File: src/hw/rtl/multi_list_sorted_queue_defines.svh
// Assertion macros for the sorted queue top module.
`ifndef MULTI_LIST_SORTED_QUEUE_DEFINES_SVH
`define MULTI_LIST_SORTED_QUEUE_DEFINES_SVH
`ifndef SYNTHESIS
`define MLSQ_ASSERT_SAME(label, ante, cons) \
    label: assert property (@(posedge clk) disable iff (!rst_n) (ante) |-> (cons)) \
        else $error("mlsq assertion failed");
`define MLSQ_ASSERT_NEXT(label, ante, cons) \
    label: assert property (@(posedge clk) disable iff (!rst_n) (ante) |=> (cons)) \
        else $error("mlsq assertion failed");
`else
`define MLSQ_ASSERT_SAME(label, ante, cons)
`define MLSQ_ASSERT_NEXT(label, ante, cons)
`endif
`endif

File: src/hw/rtl/mlsq_pkg.sv
package mlsq_pkg;

    // Request kinds
    typedef enum logic [2:0] {
        REQ_INSERT  = 3'd0,
        REQ_FIND    = 3'd1,
        REQ_DELETE  = 3'd2,
        REQ_REMMIN  = 3'd3,
        REQ_DESTROY = 3'd4
    } req_t;

    // Result status codes
    typedef enum logic [2:0] {
        STS_DONE      = 3'd0,
        STS_FOUND     = 3'd1,
        STS_NOT_FOUND = 3'd2,
        STS_INVALID   = 3'd3,
        STS_EMPTY     = 3'd4,
        STS_NOT_EMPTY = 3'd5,
        STS_FULL      = 3'd6
    } status_t;

    // Controller states
    typedef enum logic [2:0] {
        ST_IDLE,
        ST_SCAN,
        ST_CHK,
        ST_LINK,
        ST_WPREV,
        ST_RESP
    } state_t;

    // Configuration register indexes
    localparam logic CFG_MAX_LISTS     = 1'b0;
    localparam logic CFG_LISTS_CREATED = 1'b1;

    localparam int KEY_W  = 64;
    localparam int DATA_W = 64;

    // List table and used-map update controls
    typedef struct packed {
        logic head_we;
        logic len_inc;
        logic len_dec;
        logic used_set;
        logic used_clr;
    } upd_t;

endpackage

File: src/hw/rtl/mlsq_ram.sv
module mlsq_ram #(
    parameter int WIDTH = 8,
    parameter int DEPTH = 16
) (
    input  logic                     clk,
    input  logic                     we,
    input  logic [$clog2(DEPTH)-1:0] waddr,
    input  logic [WIDTH-1:0]         wdata,
    input  logic                     re,
    input  logic [$clog2(DEPTH)-1:0] raddr,
    output logic [WIDTH-1:0]         rdata
);

    logic [WIDTH-1:0] mem [DEPTH];

    // Write port and registered read port
    always_ff @(posedge clk)
    begin
        if (we)
        begin
            mem[waddr] <= wdata;
        end
        if (re)
        begin
            rdata <= mem[raddr];
        end
    end

endmodule

File: src/hw/rtl/mlsq_lists.sv
module mlsq_lists
    import mlsq_pkg::*;
#(
    parameter int NUM_LISTS     = 16,
    parameter int STORE_ENTRIES = 256
) (
    input  logic                                   clk,
    input  logic                                   rst_n,
    input  logic [(NUM_LISTS > 1 ? $clog2(NUM_LISTS) : 1)-1:0] rd_idx,
    output logic [$clog2(STORE_ENTRIES)-1:0]       head_rd,
    output logic [$clog2(STORE_ENTRIES):0]         len_rd,
    input  logic [(NUM_LISTS > 1 ? $clog2(NUM_LISTS) : 1)-1:0] upd_idx,
    input  upd_t                                   upd,
    input  logic [$clog2(STORE_ENTRIES)-1:0]       head_val,
    input  logic [$clog2(STORE_ENTRIES)-1:0]       used_idx,
    input  logic [$clog2(STORE_ENTRIES)-1:0]       scan_idx,
    output logic                                   scan_used,
    output logic                                   full,
    output logic                                   clearing
);

    localparam int EW   = $clog2(STORE_ENTRIES);
    localparam int LENW = EW + 1;

    logic [EW-1:0]   head_reg [NUM_LISTS];
    logic [LENW-1:0] len_reg  [NUM_LISTS];
    logic [LENW-1:0] count_reg;
    logic            clr_busy_reg;
    logic [EW-1:0]   clr_idx_reg;
    logic            used_we;
    logic [EW-1:0]   used_waddr;
    logic            used_wdata;

    assign head_rd  = head_reg[rd_idx];
    assign len_rd   = len_reg[rd_idx];
    assign full     = (count_reg >= LENW'(STORE_ENTRIES));
    assign clearing = clr_busy_reg;

    // Drive the used-map write port: clearing pass first, then request updates
    assign used_we    = clr_busy_reg || upd.used_set || upd.used_clr;
    assign used_waddr = clr_busy_reg ? clr_idx_reg : used_idx;
    assign used_wdata = !clr_busy_reg && upd.used_set;

    // Used map; its registered read gives the bit in the cycle after the scan address is presented
    mlsq_ram #(
        .WIDTH (1),
        .DEPTH (STORE_ENTRIES)
    ) u_used_ram (
        .clk   (clk),
        .we    (used_we),
        .waddr (used_waddr),
        .wdata (used_wdata),
        .re    (1'b1),
        .raddr (scan_idx),
        .rdata (scan_used)
    );

    // Clear the used map one entry per cycle after reset
    always_ff @(posedge clk or negedge rst_n)
    begin
        if (!rst_n)
        begin
            clr_busy_reg <= 1'b1;
            clr_idx_reg  <= '0;
        end
        else if (clr_busy_reg)
        begin
            clr_idx_reg <= clr_idx_reg + EW'(1);
            if (clr_idx_reg == EW'(STORE_ENTRIES - 1))
            begin
                clr_busy_reg <= 1'b0;
            end
        end
    end

    // Hold list heads
    always_ff @(posedge clk)
    begin
        if (upd.head_we)
        begin
            head_reg[upd_idx] <= head_val;
        end
    end

    // Track list lengths and the used count
    always_ff @(posedge clk or negedge rst_n)
    begin
        if (!rst_n)
        begin
            for (int i = 0; i < NUM_LISTS; i++)
            begin
                len_reg[i] <= '0;
            end
            count_reg <= '0;
        end
        else
        begin
            if (upd.len_inc)
            begin
                len_reg[upd_idx] <= len_reg[upd_idx] + LENW'(1);
            end
            else if (upd.len_dec)
            begin
                len_reg[upd_idx] <= len_reg[upd_idx] - LENW'(1);
            end
            if (upd.used_set)
            begin
                count_reg <= count_reg + LENW'(1);
            end
            else if (upd.used_clr)
            begin
                if (count_reg != '0)
                begin
                    count_reg <= count_reg - LENW'(1);
                end
            end
        end
    end

endmodule

File: config.mk
export PLATFORM = sky130hd
export DESIGN_NAME = mlsq_lists
export DESIGN_NICKNAME = d
export VERILOG_FILES = /design/src/hw/rtl/multi_list_sorted_queue_defines.svh /design/src/hw/rtl/mlsq_pkg.sv /design/src/hw/rtl/mlsq_ram.sv /design/src/hw/rtl/mlsq_lists.sv
export SDC_FILE = /design/constraint.sdc
export NUM_CORES = 1
export LEC_CHECK = 0
export BUFFER_PORTS_ARGS = -buffer_cell sky130_fd_sc_hd__buf_2
export CAP_MARGIN = 15
export CORE_MARGIN = 5
export CORE_UTILIZATION = 63
export DETAILED_ROUTE_END_ITERATION = 8
export GPL_ROUTABILITY_DRIVEN = 0
export PLACE_DENSITY = 0.89
export SLEW_MARGIN = 20
export SYNTH_ARGS = -nofsm -noshare
export SYNTH_HDL_FRONTEND = slang
export SYNTH_HIERARCHICAL = 1
export SYNTH_SLANG_ARGS = --single-unit
File: constraint.sdc
create_clock -name clk -period 9.75 [get_ports clk]
set_input_delay 1.95 -clock clk [delete_from_list [all_inputs] [get_ports clk]]
set_output_delay 1.95 -clock clk [all_outputs]
set_load 0.02 [all_outputs]
==> flow_summary.json <==
{
  "cts_buffers": 54,
  "ctsHtreeMaxLevel": 2,
  "cts_tree": "done",
  "drcViolationCount": 0,
  "cp_slowest_cell": "buf_4",
  "synth_nets": 1754,
  "cts_resized": 0,
  "rr_worst_depth": 11,
  "syn_inst": 1704,
  "whs_endpoint": "clearing",
  "hold_ws_ns": 0.496,
  "layout.nets": 1761,
  "placementRows": 72,
  "end_kind": "output pin",
  "postCtsSetupRepairBufs": 0,
  "die-area_mm2": 0.0436,
  "syn_area_per_cell_um2": 14.6,
  "holdPathStages": 1,
  "intPower_uw": 4600,
  "cts_hold_buf": 0,
  "ant_nets": 0,
  "grt-ovfl-total": 0,
  "crit_buf_inv": 3,
  "fin_tns_setup_ns": 0,
  "grt_use_total_pct": 27.2,
  "synth_cell_types": 59,
  "yosysWarnings": 6,
  "share_comb_of_total_power_pct": 18.9,
  "place_ws_ns": 3.21,
  "slew_headroom_pct": 24.1,
  "hold_viol_final": 0,
  "setup_viol": 0,
  "critPathMaxFanout": 39,
  "startpoint_type": "input port",
  "p_seq_share_pct": 47.9,
  "grt_pass1_vias": 15900,
  "max_freq_ghz": 0.154,
  "hpwl_mm": 34.2,
  "cts.sinks": 547,
  "regToRegEndpoint": "len_reg[71]",
  "outcome": "complete, no violations",
  "wl_mm": 59.3,
  "p_total_uw": 6350,
  "first_pass_iters": 6,
  "rsz0062_at_grt": "false",
  "die_x_um": 209,
  "via_per_inst": 6.76,
  "p_leak_uw": 0.00964,
  "async_reset_ff_share_pct": 29.6,
  "hold_path.class": "register to register",
  "crit_type": "input port to output pin",
  "finClkSkew_ns": 0.0245,
  "power.switching_uw": 1750,
  "synth_seq_cells": 547,
  "port_buffers": 58,
  "antenna_found_initial": 1,
  "grt_max_degree": 257,
  "coreArea_mm2": 0.0389,
  "yosysSeqAreaShare_pct": 62.7,
  "synth_ff_type": "edfxtp_1",
  "final_common_cell": "edfxtp_1",
  "min_period_ns": 6.49,
  "swShare_pct": 27.6,
  "critPathLaunch": "rd_idx[0]",
  "slew_violations": 0,
  "clk_pin_slew_ns": 0.06,
  "largest_reg_flops": 256,
  "worstMarginPinSlew_ns": 1.14,
  "grt_pass1_wl_mm": 91.5,
  "clock_power_share_pct": 33.3,
  "netlist_area_mm2": 0.0249,
  "drive_above_1_share_pct": 22.7,
  "cp_cell_sequence": "buf_4, buf_4, mux4_2, mux4_2, buf_2",
  "start_util_pct": 64.0,
  "clockBufferDepth": 3,
  "hold_start": "clr_idx_reg[7]",
  "maxCapViolCount": 0,
  "pwr_density_cell_mw_per_mm2": 233,
  "areaGrowthSynthToFinish_pct": 9.31,
  "crit_family": "buffers and inverters",
  "fill_cells": 2359,
  "cp.arrival_ns": 4.54,
  "ios": 59,
  "fp.dieH_um": 209,
  "finalWorstSetupSlack_ns": 3.26,
  "fin_crit_sh_pct": 66.6,
  "first_iter_violations": 2105,
  "wl_per_cell_um": 26.1,
  "regToRegSetupSlack_ns": 6.15,
  "clk_latency_ns": 0.61,
  "ir_drop_mv": 0.214,
  "cts_root_buf": "clkbuf_16",
  "final_cell_mix": "edfxtp_1, nor2_1, dfrtp_1",
  "diodes": 0,
  "synth-edff-count": 385,
  "cpPeakStageDelay_ns": 0.62,
  "vias": 15400,
  "crit_required_ns": 7.80
}
## metal layers
metal  part of all wire, %  global-route usage, %  up-vias
met3                   9.9                   5.08      214
met5                     0                      0        -
met2                    52                   46.8      975
met1                    34                   34.5     7746
li1                      -                      -     6426
met4                   4.2                   11.5        0
## metrics by stage
stage / std cells / util, % / area (um2)
6_report: 2274 / 69.9 / 27200
5_1_grt: 2274 / 69.9 / 27200
4_1_cts: 2274 / 69.8 / 27200
3_5_place_dp: 2173 / 65.2 / 25400
3_3_place_gp: 2173 / 65.2 / 25400
2_1_floorplan: 1704 / - / 24900
## cells in the mapped netlist (8+ instances only)
library cell  number  share of area, %
o21ai_1           15              0.30
nor2_1           292               4.4
clkbuf_1          81               1.2
dfrtp_1          161                16
mux2_2            60               2.7
xnor2_1           12              0.42
xor2_1             9              0.32
nor2b_1           14              0.35
a21oi_1            8              0.16
buf_6             13              0.59
a22oi_1           10              0.30
a22o_1             9              0.32
inv_1             11              0.17
o22ai_1           23              0.58
mux4_2           155                14
o21ai_0           85               1.7
nand3_1           20              0.40
mux2i_1           56               2.3
buf_2             11              0.22
mux4_1             9              0.95
edfxtp_1         385                46
o21ai_2           10              0.35
nand2_1          153               2.3
ha_1              10              0.50
nor3_1            11              0.22
## logic make-up after synthesis
| family | synth area share, % |
|---|---|
| AOI/OAI and AO/OA | 4.60 |
| xor gates and xnor gates | 0.804 |
| adders and majority gates | 0.583 |
| buffers and inverters | 2.56 |
| DFF | 62.7 |
| muxes | 19.9 |
| other | 0.0151 |
| and+or+nand+nor | 8.77 |
## cell type report
| cell class | count | area, um2 | area share, % |
|---|---|---|---|
| Sequential cell | 547 | 15600 | 57.4 |
| Multi-Input combinational cell | 1027 | 8700 | 32.0 |
| Clock buffer | 81 | 1560 | 5.75 |
| Tap cell | 518 | 648 | 2.38 |
| Timing Repair Buffer | 70 | 410 | 1.51 |
| Clock inverter | 20 | 238 | 0.874 |
| Inverter | 11 | 41.3 | 0.152 |
## worst register-to-register path: cells and delay by family (launching register included)
kind / cells / cell delay [ns]
flops: 1 / 0.40
compound gates: 4 / 1.02
mux: 1 / 0.55
fa+ha+maj: 1 / 0.30
simple gates: 3 / 0.26
xor+xnor: 1 / 0.59
buf+inv: 1 / 0.31
## worst max-delay path by stage
stage | slack (ns) | to | cells past startpoint
2_1_floorplan | 0.36 | u_used_ram/mem[0] | 2
3_3_place_gp | 3.24 | len_rd[5] | 5
3_5_place_dp | 3.21 | len_rd[5] | 5
4_1_cts | 3.18 | head_rd[3] | 5
5_1_grt | 3.05 | head_rd[3] | 5
6_report | 3.26 | len_rd[7] | 5
## power groups by stage
stage                     logic [uW]  clock network [uW]  registers [uW]
after floorplan                  922                   0            2980
after global placement          1100                   0            3030
after detailed placement        1160                   0            3060
after CTS                       1180                2130            3030
after global routing            1300                2240            3070
final                           1200                2110            3040
(Power assumes the default switching activity.)
