[src/hw/rtl/multi_list_sorted_queue_defines.svh]
// Assertion macros for the sorted queue top module.
`ifndef MULTI_LIST_SORTED_QUEUE_DEFINES_SVH
`define MULTI_LIST_SORTED_QUEUE_DEFINES_SVH
`ifndef SYNTHESIS
`define MLSQ_ASSERT_SAME(label, ante, cons) \
    label: assert property (@(posedge clk) disable iff (!rst_n) (ante) |-> (cons)) \
        else $error("mlsq assertion failed");
`define MLSQ_ASSERT_NEXT(label, ante, cons) \
    label: assert property (@(posedge clk) disable iff (!rst_n) (ante) |=> (cons)) \
        else $error("mlsq assertion failed");
`else
`define MLSQ_ASSERT_SAME(label, ante, cons)
`define MLSQ_ASSERT_NEXT(label, ante, cons)
`endif
`endif

[src/hw/rtl/mlsq_ram.sv]
module mlsq_ram #(
    parameter int WIDTH = 8,
    parameter int DEPTH = 16
) (
    input  logic                     clk,
    input  logic                     we,
    input  logic [$clog2(DEPTH)-1:0] waddr,
    input  logic [WIDTH-1:0]         wdata,
    input  logic                     re,
    input  logic [$clog2(DEPTH)-1:0] raddr,
    output logic [WIDTH-1:0]         rdata
);

    logic [WIDTH-1:0] mem [DEPTH];

    // Write port and registered read port
    always_ff @(posedge clk)
    begin
        if (we)
        begin
            mem[waddr] <= wdata;
        end
        if (re)
        begin
            rdata <= mem[raddr];
        end
    end

endmodule

[config.mk]
export PLATFORM = sky130hd
export DESIGN_NAME = mlsq_ram
export DESIGN_NICKNAME = d
export VERILOG_FILES = /design/src/hw/rtl/multi_list_sorted_queue_defines.svh /design/src/hw/rtl/mlsq_ram.sv
export SDC_FILE = /design/constraint.sdc
export NUM_CORES = 1
export LEC_CHECK = 0
export BUFFER_PORTS_ARGS = -buffer_cell sky130_fd_sc_hd__buf_2
export CAP_MARGIN = 5
export CORE_AREA = 4 4 104 106
export CTS_CLUSTER_SIZE = 30
export DETAILED_ROUTE_END_ITERATION = 12
export DIE_AREA = 0 0 108 110
export GPL_TIMING_DRIVEN = 0
export PLACE_DENSITY_LB_ADDON = 0.12
export REMOVE_ABC_BUFFERS = 1
export SLEW_MARGIN = 5
export SYNTH_ARGS = -nofsm -noshare
export SYNTH_HDL_FRONTEND = slang
export SYNTH_SLANG_ARGS = --single-unit
[constraint.sdc]
create_clock -name clk -period 1.9 [get_ports clk]
set_clock_uncertainty 0.15 [all_clocks]
set_input_delay 0.285 -clock clk [delete_from_list [all_inputs] [get_ports clk]]
set_output_delay 0.285 -clock clk [all_outputs]
set_load 0.05 [all_outputs]
==> results of run 1 <==
Yosys cell counts:
cell / count
nor2_1: 13
nand3_1: 1
nand3b_1: 2
buf_6: 3
nand2b_1: 2
and2_1: 1
nor3_1: 4
a22oi_1: 16
and2b_1: 1
nor2b_1: 1
mux4_2: 18
buf_2: 3
mux4_1: 14
or3b_2: 1
edfxtp_1: 136
clkdlybuf4s25_2: 3
nand2_1: 9
buf_4: 1
registers in the layout, summed over array words and instances, names as in the netlist:
register and cells:
mem 128, rdata 8
worst paths after layout:
kind | endpoint | slack, ps | depth (start not counted)
max | rdata[3] | 130 | 4
min | mem[11][5] | 20 | 1
max reg2reg | rdata[5] | 180 | 3
min reg2reg | rdata[7] | 610 | 3
final cells by class:
type	instances	area [µm²]	area share
Clock buffer	17	414	0.0678
Clock inverter	15	160	0.0262
Multi-Input combinational cell	83	1070	0.176
Sequential cell	136	4080	0.669
Tap cell	133	166	0.0272
Timing Repair Buffer	34	210	0.0344
layer usage:
metal	GRT usage	up-vias	wire length, µm
met5	0	-	0
met4	0.0649	0	87
met3	0.0553	8	643
met2	0.289	81	4660
met1	0.234	1221	4100
li1	-	1070	-
critical path: stages:
cell and delay, ps:
buf_4 470, mux4_1 650, a22oi_1 280, nand2_1 140
power by group:
part / total, mW / internal [mW] / leakage [nW] / switching [mW]
Clock: 3.13 / 1.97 / 0.272 / 1.16
Sequential: 3.39 / 3.38 / 1.24 / 0.0133
Combinational: 0.353 / 0.127 / 0.512 / 0.226
Total: 6.87 / 5.48 / 2.02 / 1.40
timing repair:
action	CTS	global route
endpoints found under the hold margin	100	0
endpoints found under the setup margin	8	0
hold buffers	7	0
gates resized for setup	1	0
metrics by stage:
| step | instances | instance area, µm² | TNS [ps] | utilization |
|---|---|---|---|---|
| detailed placement | 379 | 5460 | -13440 | 0.559 |
| floorplan | 219 | 5140 | -223 | - |
| global route | 418 | 6110 | 0 | 0.625 |
| finish | 418 | 6110 | 0 | 0.625 |
| global placement | 378 | 5440 | -24620 | 0.556 |
| CTS | 418 | 6110 | 0 | 0.625 |
kinds of logic (layout without fill, tap and decap cells):
kind of cell           after synthesis  in the layout  share of synthesized area
AND/OR/NAND/NOR                     35             35                     0.0314
AO/OA/AOI/OAI                       16             16                     0.0230
buffers and inverters               10             66                     0.0165
multiplexers                        32             32                      0.148
flip-flops                         136            136                      0.781
==> impl_metrics.py, run 1 <==
metrics = {
    "cells_and_area": {
        "synthToLayoutAreaGrowth_pct": 16.8,
        "insertedDiodeCount": 0,
        "final_cell_mix": "136 x edfxtp_1, 25 x buf_2, 18 x mux4_2",
        "fillers": 700,
        "final_net_count": 291,
        "final_common_cell": "edfxtp_1",
        "layout-drive-gt1-share": 0.274,
    },
    "floorplanning": {
        "core_mm2": 0.00977,
        "fp.dieArea_mm2": 0.0119,
        "dieHeight_um": 110,
        "num_rows": 36,
        "die_x_um": 108,
        "io_pins": 27,
        "initial_core_util": 0.535,
    },
    "detailed_routing": {
        "drt_iter0_markers": 137,
        "antenna_left": 0,
        "viasPerCell": 5.69,
        "route.vias.total": 2380,
        "wirelength_mm": 9.49,
        "drc_errors": 0,
        "firstDrtPassIters": 4,
        "detail_route.wl_per_cell_um": 22.7,
    },
    "timing": {
        "period_share": 0.931,
        "drv_slew": 0,
        "timing.final.hold_violations": 0,
        "hold_ws_ps": 21.6,
        "min_period_ps": 1770,
        "finalSetupViolations": 0,
        "setup_ws_ps": 130,
        "worst_pin_slew_ps": 899,
        "slew_headroom": 0.399,
        "rsz0062_at_grt": "no",
        "fmax_mhz": 565,
    },
    "yosys": {
        "netlist.top_cell.by_area": "edfxtp_1",
        "ys.warnings.count": 0,
        "synth.area.top_cells": "edfxtp_1 78%, mux4_2 7.8%, mux4_1 7.0%",
        "synth.distinct_cells": 18,
        "synth_top_area_share": 0.781,
        "synth_area_mm2": 0.00523,
        "synthCells": 229,
        "synth-seq-cells": 136,
        "syn_avg_cell_area_um2": 22.8,
        "ys_seq_area_frac": 0.781,
    },
    "grt": {
        "grt_pass1_wl_mm": 14.5,
        "grt_max_degree": 33,
        "grtUsageTotal": 0.179,
        "overflow": 0,
        "grt_pass1_vias": 2537,
        "antenna_found_initial": 0,
    },
    "cts": {
        "clockBufferDepth": 2,
        "cts_sinks": 136,
        "cts_inserted_buffers": 17,
        "clkTransAtPathRegs_ps": 60,
        "htree_num_levels": 4,
        "cts_tree": "built",
        "cts_root_buf": "clkbuf_8",
        "insertion_delay_ps": 510,
        "post_cts_buffers": 0,
    },
    "placed_design": {
        "portBuffers": 26,
        "post-dp-hpwl_mm": 5.65,
        "gp_congestion": 0.688,
        "place_ws_ps": -782,
    },
    "worst_setup_path": {
        "startpoint_type": "input port",
        "critPathKind": "input port to flop",
        "worstReg2RegStart": "mem[10][5]",
        "cp.required_ps": 1980,
        "end_kind": "flop",
        "crit_start": "raddr[0]",
        "path_max_fanout": 32,
        "arrival_ps": 1850,
    },
    "min_path": {
        "holdCritPathClass": "input port to flop",
        "hp-start": "wdata[5]",
    },
    "outcome": {
        "outcome": "completed",
    },
    "power": {
        "p_total_mw": 6.87,
        "p_leak_nw": 2.02,
        "powerDensity_mw_per_mm2": 1130,
        "ir_worst_vdd_uv": 556,
    },
    "run": {
        "cap_violations": 0,
    },
}
Note: power is estimated with default switching activity, not from simulation.
==> run 2, diff against run 1 <==
REMOVE_ABC_BUFFERS = default   (was 1)
==> run 2 against run 1 <==
Compared with the run above:
- critical path depth down 1
- flip-flop and latch count unchanged
- highest routed layer unchanged
- first-iteration DRC count up 0.73%
- worst hold slack better by 9.3 ps
==> impl_metrics.py, run 2 (same netlist as run 1, synthesis figures left out) <==
metrics = {
    "timing": {
        "setup_ws_ps": 148,
        "timing.final.hold_violations": 0,
        "drv_slew": 0,
        "rsz0062_at_grt": "no",
        "min_period_ps": 1750,
        "period_share": 0.922,
        "fmax_mhz": 571,
        "slew_headroom": 0.201,
        "worst_pin_slew_ps": 1190,
        "finalSetupViolations": 0,
    },
    "worst_setup_path": {
        "worstReg2RegStart": "mem[4][0]",
        "cp_top_family": "multiplexers",
        "cpMaxStageDelayCell": "mux4_1",
        "rr_worst_depth": 3,
        "critPathKind": "flop to flop",
        "slowest_delay_ps": 550,
        "cp.required_ps": 2000,
        "startpoint_type": "flop",
        "path_max_fanout": 1,
        "worstPathCellList": "mux4_1 -> a22oi_1 -> nand2_1",
        "r2r_slack_ps": 150,
        "arrival_ps": 1850,
        "path_buf_inv": 0,
        "crit-reg2reg-capture": "rdata[0]",
        "end_kind": "flop",
    },
    "floorplanning": {
        "die_x_um": 108,
        "io_pins": 27,
        "dieHeight_um": 110,
        "num_rows": 36,
        "initial_core_util": 0.535,
        "fp.dieArea_mm2": 0.0119,
        "core_mm2": 0.00977,
    },
    "cts": {
        "post_cts_buffers": 0,
        "cts_tree": "built",
        "htree_num_levels": 4,
        "cts_root_buf": "clkbuf_8",
        "cts_inserted_buffers": 17,
        "clockBufferDepth": 2,
        "clkTransAtPathRegs_ps": 60,
        "insertion_delay_ps": 510,
        "cts_sinks": 136,
    },
    "detailed_routing": {
        "drc_errors": 0,
        "antenna_left": 0,
        "wirelength_mm": 9.91,
        "detail_route.wl_per_cell_um": 23.6,
        "drt_iter0_markers": 138,
        "route.vias.total": 2408,
        "viasPerCell": 5.73,
        "firstDrtPassIters": 4,
    },
    "cells_and_area": {
        "insertedDiodeCount": 0,
        "largest_reg_flops": 128,
        "top_regs": "mem (128), rdata (8)",
        "synthToLayoutAreaGrowth_pct": 16.4,
        "final_common_cell": "edfxtp_1",
        "final_cell_mix": "136 x edfxtp_1, 28 x buf_2, 18 x mux4_2",
        "final_net_count": 293,
        "regMostFlops": "mem",
        "final_util": 0.623,
        "layout-drive-gt1-share": 0.303,
    },
    "power": {
        "p_leak_nw": 2.02,
        "powerDensity_mw_per_mm2": 1100,
        "p_int_mw": 5.24,
        "p_switching_mw": 1.46,
        "swShare": 0.218,
        "comb_power_share": 0.055,
        "power_frac_clock": 0.439,
        "pwr-share-seq": 0.506,
        "ir_worst_vdd_uv": 986,
    },
    "run": {
        "cap_violations": 0,
    },
    "outcome": {
        "outcome": "completed",
    },
    "min_path": {
        "holdCritPathClass": "input port to flop",
        "hp-start": "wdata[7]",
        "holdPathStages": 1,
        "hold_end": "mem[0][7]",
    },
    "grt": {
        "antenna_found_initial": 0,
        "grt_pass1_vias": 2447,
        "grtUsageTotal": 0.185,
        "grt_max_degree": 17,
        "overflow": 0,
        "grt_pass1_wl_mm": 14.8,
    },
    "placed_design": {
        "place_ws_ps": -345,
        "portBuffers": 25,
        "post-dp-hpwl_mm": 6.11,
        "gp_congestion": 0.729,
    },
    "yosys": {
        "synth_nets": 248,
    },
}
[run 2: cell count changes in the layout (fill, tap and decap cells not counted), sizes merged]
cell	change
dlygate4sd3	-6
bufinv	-2
buf	+5
inv	+1
clkinv	+1
clkdlybuf4s25	+3
[run 2: timing repair]
action                                 CTS  global route
gates resized for setup                  0             0
endpoints found under the hold margin    8             0
hold buffers                             1             0
[run 2: layout make-up]
| type | instances | area (µm²) |
|---|---|---|
| clock inverters | 15 | 131 |
| plain buffers | 10 | 86.3 |
| flip-flops and latches | 136 | 4080 |
| well taps | 133 | 166 |
| clock buffers | 17 | 414 |
| fillers | 678 | 3690 |
| multi-input cells | 83 | 1070 |
| repair buffers | 26 | 135 |
[run 2: worst max path at each step]
stage,slack (ps),depth (start not counted),end,from
finish,150,3,rdata[0],mem[4][0]
global route,140,3,rdata[0],mem[5][0]
CTS,140,3,rdata[0],mem[4][0]
detailed placement,-350,3,mem[8][2],waddr[2]
global placement,-350,3,mem[8][2],waddr[2]
floorplan,180,5,rdata[1],raddr[0]
[run 2: power groups by stage]
stage	Clock [mW]	Sequential, mW	Combinational, mW
CTS	2.99	3.40	0.373
global placement	0	3.45	0.363
global route	3.15	3.40	0.393
detailed placement	0	3.46	0.369
finish	2.94	3.40	0.369
floorplan	0	3.51	0.171
[run 2: stage by stage]
stage	TNS (ps)	std cells	hold slack [ps]	power, mW	cell area [µm²]
2_1_floorplan	0	229	234	3.68	5230
3_3_place_gp	-12670	387	479	3.82	5520
3_5_place_dp	-13240	387	475	3.83	5520
4_1_cts	0	420	11.1	6.76	6080
5_1_grt	0	420	2.64	6.95	6080
6_report	0	420	30.9	6.71	6080
[run 2: metal layers]
metal | vias to the layer above | wire length, µm | global-route usage
met5 | - | 0 | 0
met4 | 0 | 133 | 0.0775
met3 | 6 | 656 | 0.0588
met2 | 83 | 4580 | 0.263
met1 | 1248 | 4540 | 0.267
li1 | 1071 | - | -
[run 2: worst reg2reg max path: cells and delay by family (launching register included)]
family	cells	cell delay, ps
AO/OA/AOI/OAI	1	320
flip-flops	1	360
multiplexers	1	550
AND/OR/NAND/NOR	1	110
==> run 3, diff against run 2 <==
BUFFER_PORTS_ARGS = -buffer_cell sky130_fd_sc_hd__clkbuf_2   (was -buffer_cell sky130_fd_sc_hd__buf_2)
clock period = 1.4 ns   (was 1.9 ns; I/O delays follow)
==> run 3 against run 2 <==
Compared with the run above:
- the flow now finishes with violations (negative setup slack)
- sequential power is 36% higher
- first-iteration DRC count decreased by 0.72%
- register-to-register slack lost 320 ps
- cell count is 0.24% lower
- worst setup slack lost 320 ps
- via count decreased by 1.9%
- wire length down 2.4%
- die area is the same
- non-clock buffer count stayed put
- core utilization increased by 0.86 points
- critical endpoint unchanged
- largest power group unchanged
==> impl_metrics.py, run 3 (same netlist as run 1, synthesis figures left out) <==
metrics = {
    "outcome": {
        "outcome": "complete, but fails checks",
        "violations": "negative setup slack",
    },
    "cts": {
        "htree_num_levels": 4,
        "clockBufferDepth": 2,
        "insertion_delay_ps": 500,
        "cts_root_buf": "clkbuf_8",
        "cts_inserted_buffers": 17,
        "clkTransAtPathRegs_ps": 60,
        "cts_tree": "built",
        "cts_sinks": 136,
    },
    "worst_setup_path": {
        "path_max_fanout": 1,
        "startpoint_type": "flop",
        "rr_worst_depth": 3,
        "r2r_slack_ps": -170,
        "end_kind": "flop",
        "crit-reg2reg-capture": "rdata[0]",
        "critPathKind": "flop to flop",
        "arrival_ps": 1670,
        "cp.required_ps": 1490,
        "worstReg2RegStart": "mem[6][0]",
    },
    "timing": {
        "worst_pin_slew_ps": 782,
        "min_period_ps": 1570,
        "rsz0062_at_grt": "yes",
        "setup_ws_ps": -172,
        "drv_slew": 0,
        "timing.final.hold_violations": 0,
        "finalSetupTns_ps": -1360,
        "finalSetupViolations": 16,
        "slew_headroom": 0.477,
        "period_share": 1.12,
        "fmax_mhz": 636,
    },
    "min_path": {
        "holdPathStages": 1,
        "holdCritPathClass": "input port to flop",
        "hold_end": "mem[5][6]",
        "hp-start": "wdata[6]",
    },
    "grt": {
        "grtUsageTotal": 0.185,
        "grt_pass1_wl_mm": 14.9,
        "grt_max_degree": 17,
        "grt_pass1_vias": 2514,
        "antenna_found_initial": 0,
        "overflow": 0,
    },
    "placed_design": {
        "portBuffers": 25,
        "post-dp-hpwl_mm": 6.09,
        "gp_congestion": 0.725,
        "place_area_mm2": 0.00554,
        "dp.cells": 387,
    },
    "cells_and_area": {
        "final_net_count": 293,
        "multiInputGateArea_mm2": 0.00108,
        "final_util": 0.631,
        "top_regs": "mem (128), rdata (8)",
        "synthToLayoutAreaGrowth_pct": 18.0,
        "final_cell_mix": "136 x edfxtp_1, 32 x mux4_2, 17 x clkbuf_2",
        "design_area_mm2": 0.00617,
        "largest_reg_flops": 128,
        "fillers": 676,
        "regMostFlops": "mem",
        "final_common_cell": "edfxtp_1",
        "insertedDiodeCount": 0,
        "final_cells": 419,
        "layout-drive-gt1-share": 0.378,
        "seqCellArea_mm2": 0.00408,
    },
    "detailed_routing": {
        "antenna_left": 0,
        "firstDrtPassIters": 4,
        "detail_route.wl_per_cell_um": 23.1,
        "route.vias.total": 2362,
        "viasPerCell": 5.64,
        "drc_errors": 0,
        "drt_iter0_markers": 137,
        "wirelength_mm": 9.68,
    },
    "power": {
        "p_leak_nw": 2.00,
        "ir_worst_vdd_uv": 826,
        "powerDensity_mw_per_mm2": 1460,
    },
    "floorplanning": {
        "num_rows": 36,
        "fp.dieArea_mm2": 0.0119,
        "io_pins": 27,
        "core_mm2": 0.00977,
        "dieHeight_um": 110,
        "initial_core_util": 0.535,
        "die_x_um": 108,
    },
    "run": {
        "cap_violations": 0,
    },
    "yosys": {
        "synth_nets": 248,
    },
}
==> run 3: layer usage <==
metal  GRT usage  wire length, µm  up-vias
met5           0                0        -
met3      0.0437              401       15
met1       0.260             4500     1227
li1            -                -     1064
met4      0.0794              198        0
met2       0.280             4570       56
==> run 3: stage by stage <==
step / setup WS, ps / total power, mW / hold slack [ps]
after floorplan: -160 / 5.02 / 159
after global placement: -464 / 5.21 / 423
after detailed placement: -466 / 5.22 / 425
after CTS: -175 / 9.05 / 5.93
after global routing: -202 / 9.28 / 26.7
final: -172 / 8.99 / 4.70
==> run 3: cell type report <==
cell class,count,area share
well taps,133,0.0270
repair buffers,26,0.0337
clock inverters,11,0.0136
clock buffers,20,0.0690
plain buffers,10,0.0195
multi-input cells,83,0.175
flip-flops and latches,136,0.662
==> run 3: how the worst max path moves through the flow <==
stage / from / endpoint / slack (ps) / cells after the start
3_3_place_gp: raddr[1] / rdata[0] / -460 / 5
6_report: mem[6][0] / rdata[0] / -170 / 3
5_1_grt: mem[0][0] / rdata[0] / -200 / 3
3_5_place_dp: raddr[1] / rdata[0] / -470 / 5
2_1_floorplan: raddr[0] / rdata[1] / -160 / 5
4_1_cts: mem[1][0] / rdata[0] / -180 / 3
==> run 3: worst max-delay path: stages (launching register included) <==
cell      delay (ps)
edfxtp_1         360
mux4_2           520
a22oi_2          190
nand2_1           90
==> run 3: power by group <==
part	leakage (nW)	internal, mW	switching (mW)
Sequential	1.24	4.59	0.0251
Combinational	0.517	0.235	0.336
Clock	0.243	2.31	1.50
==> run 3: what timing repair did <==
action,4_1_cts,5_1_grt
setup endpoints to repair,16,16
pin swaps,4,0
hold buffers,1,0
buffers inserted,0,0
resized for setup,23,4
endpoints found under the hold margin,8,0
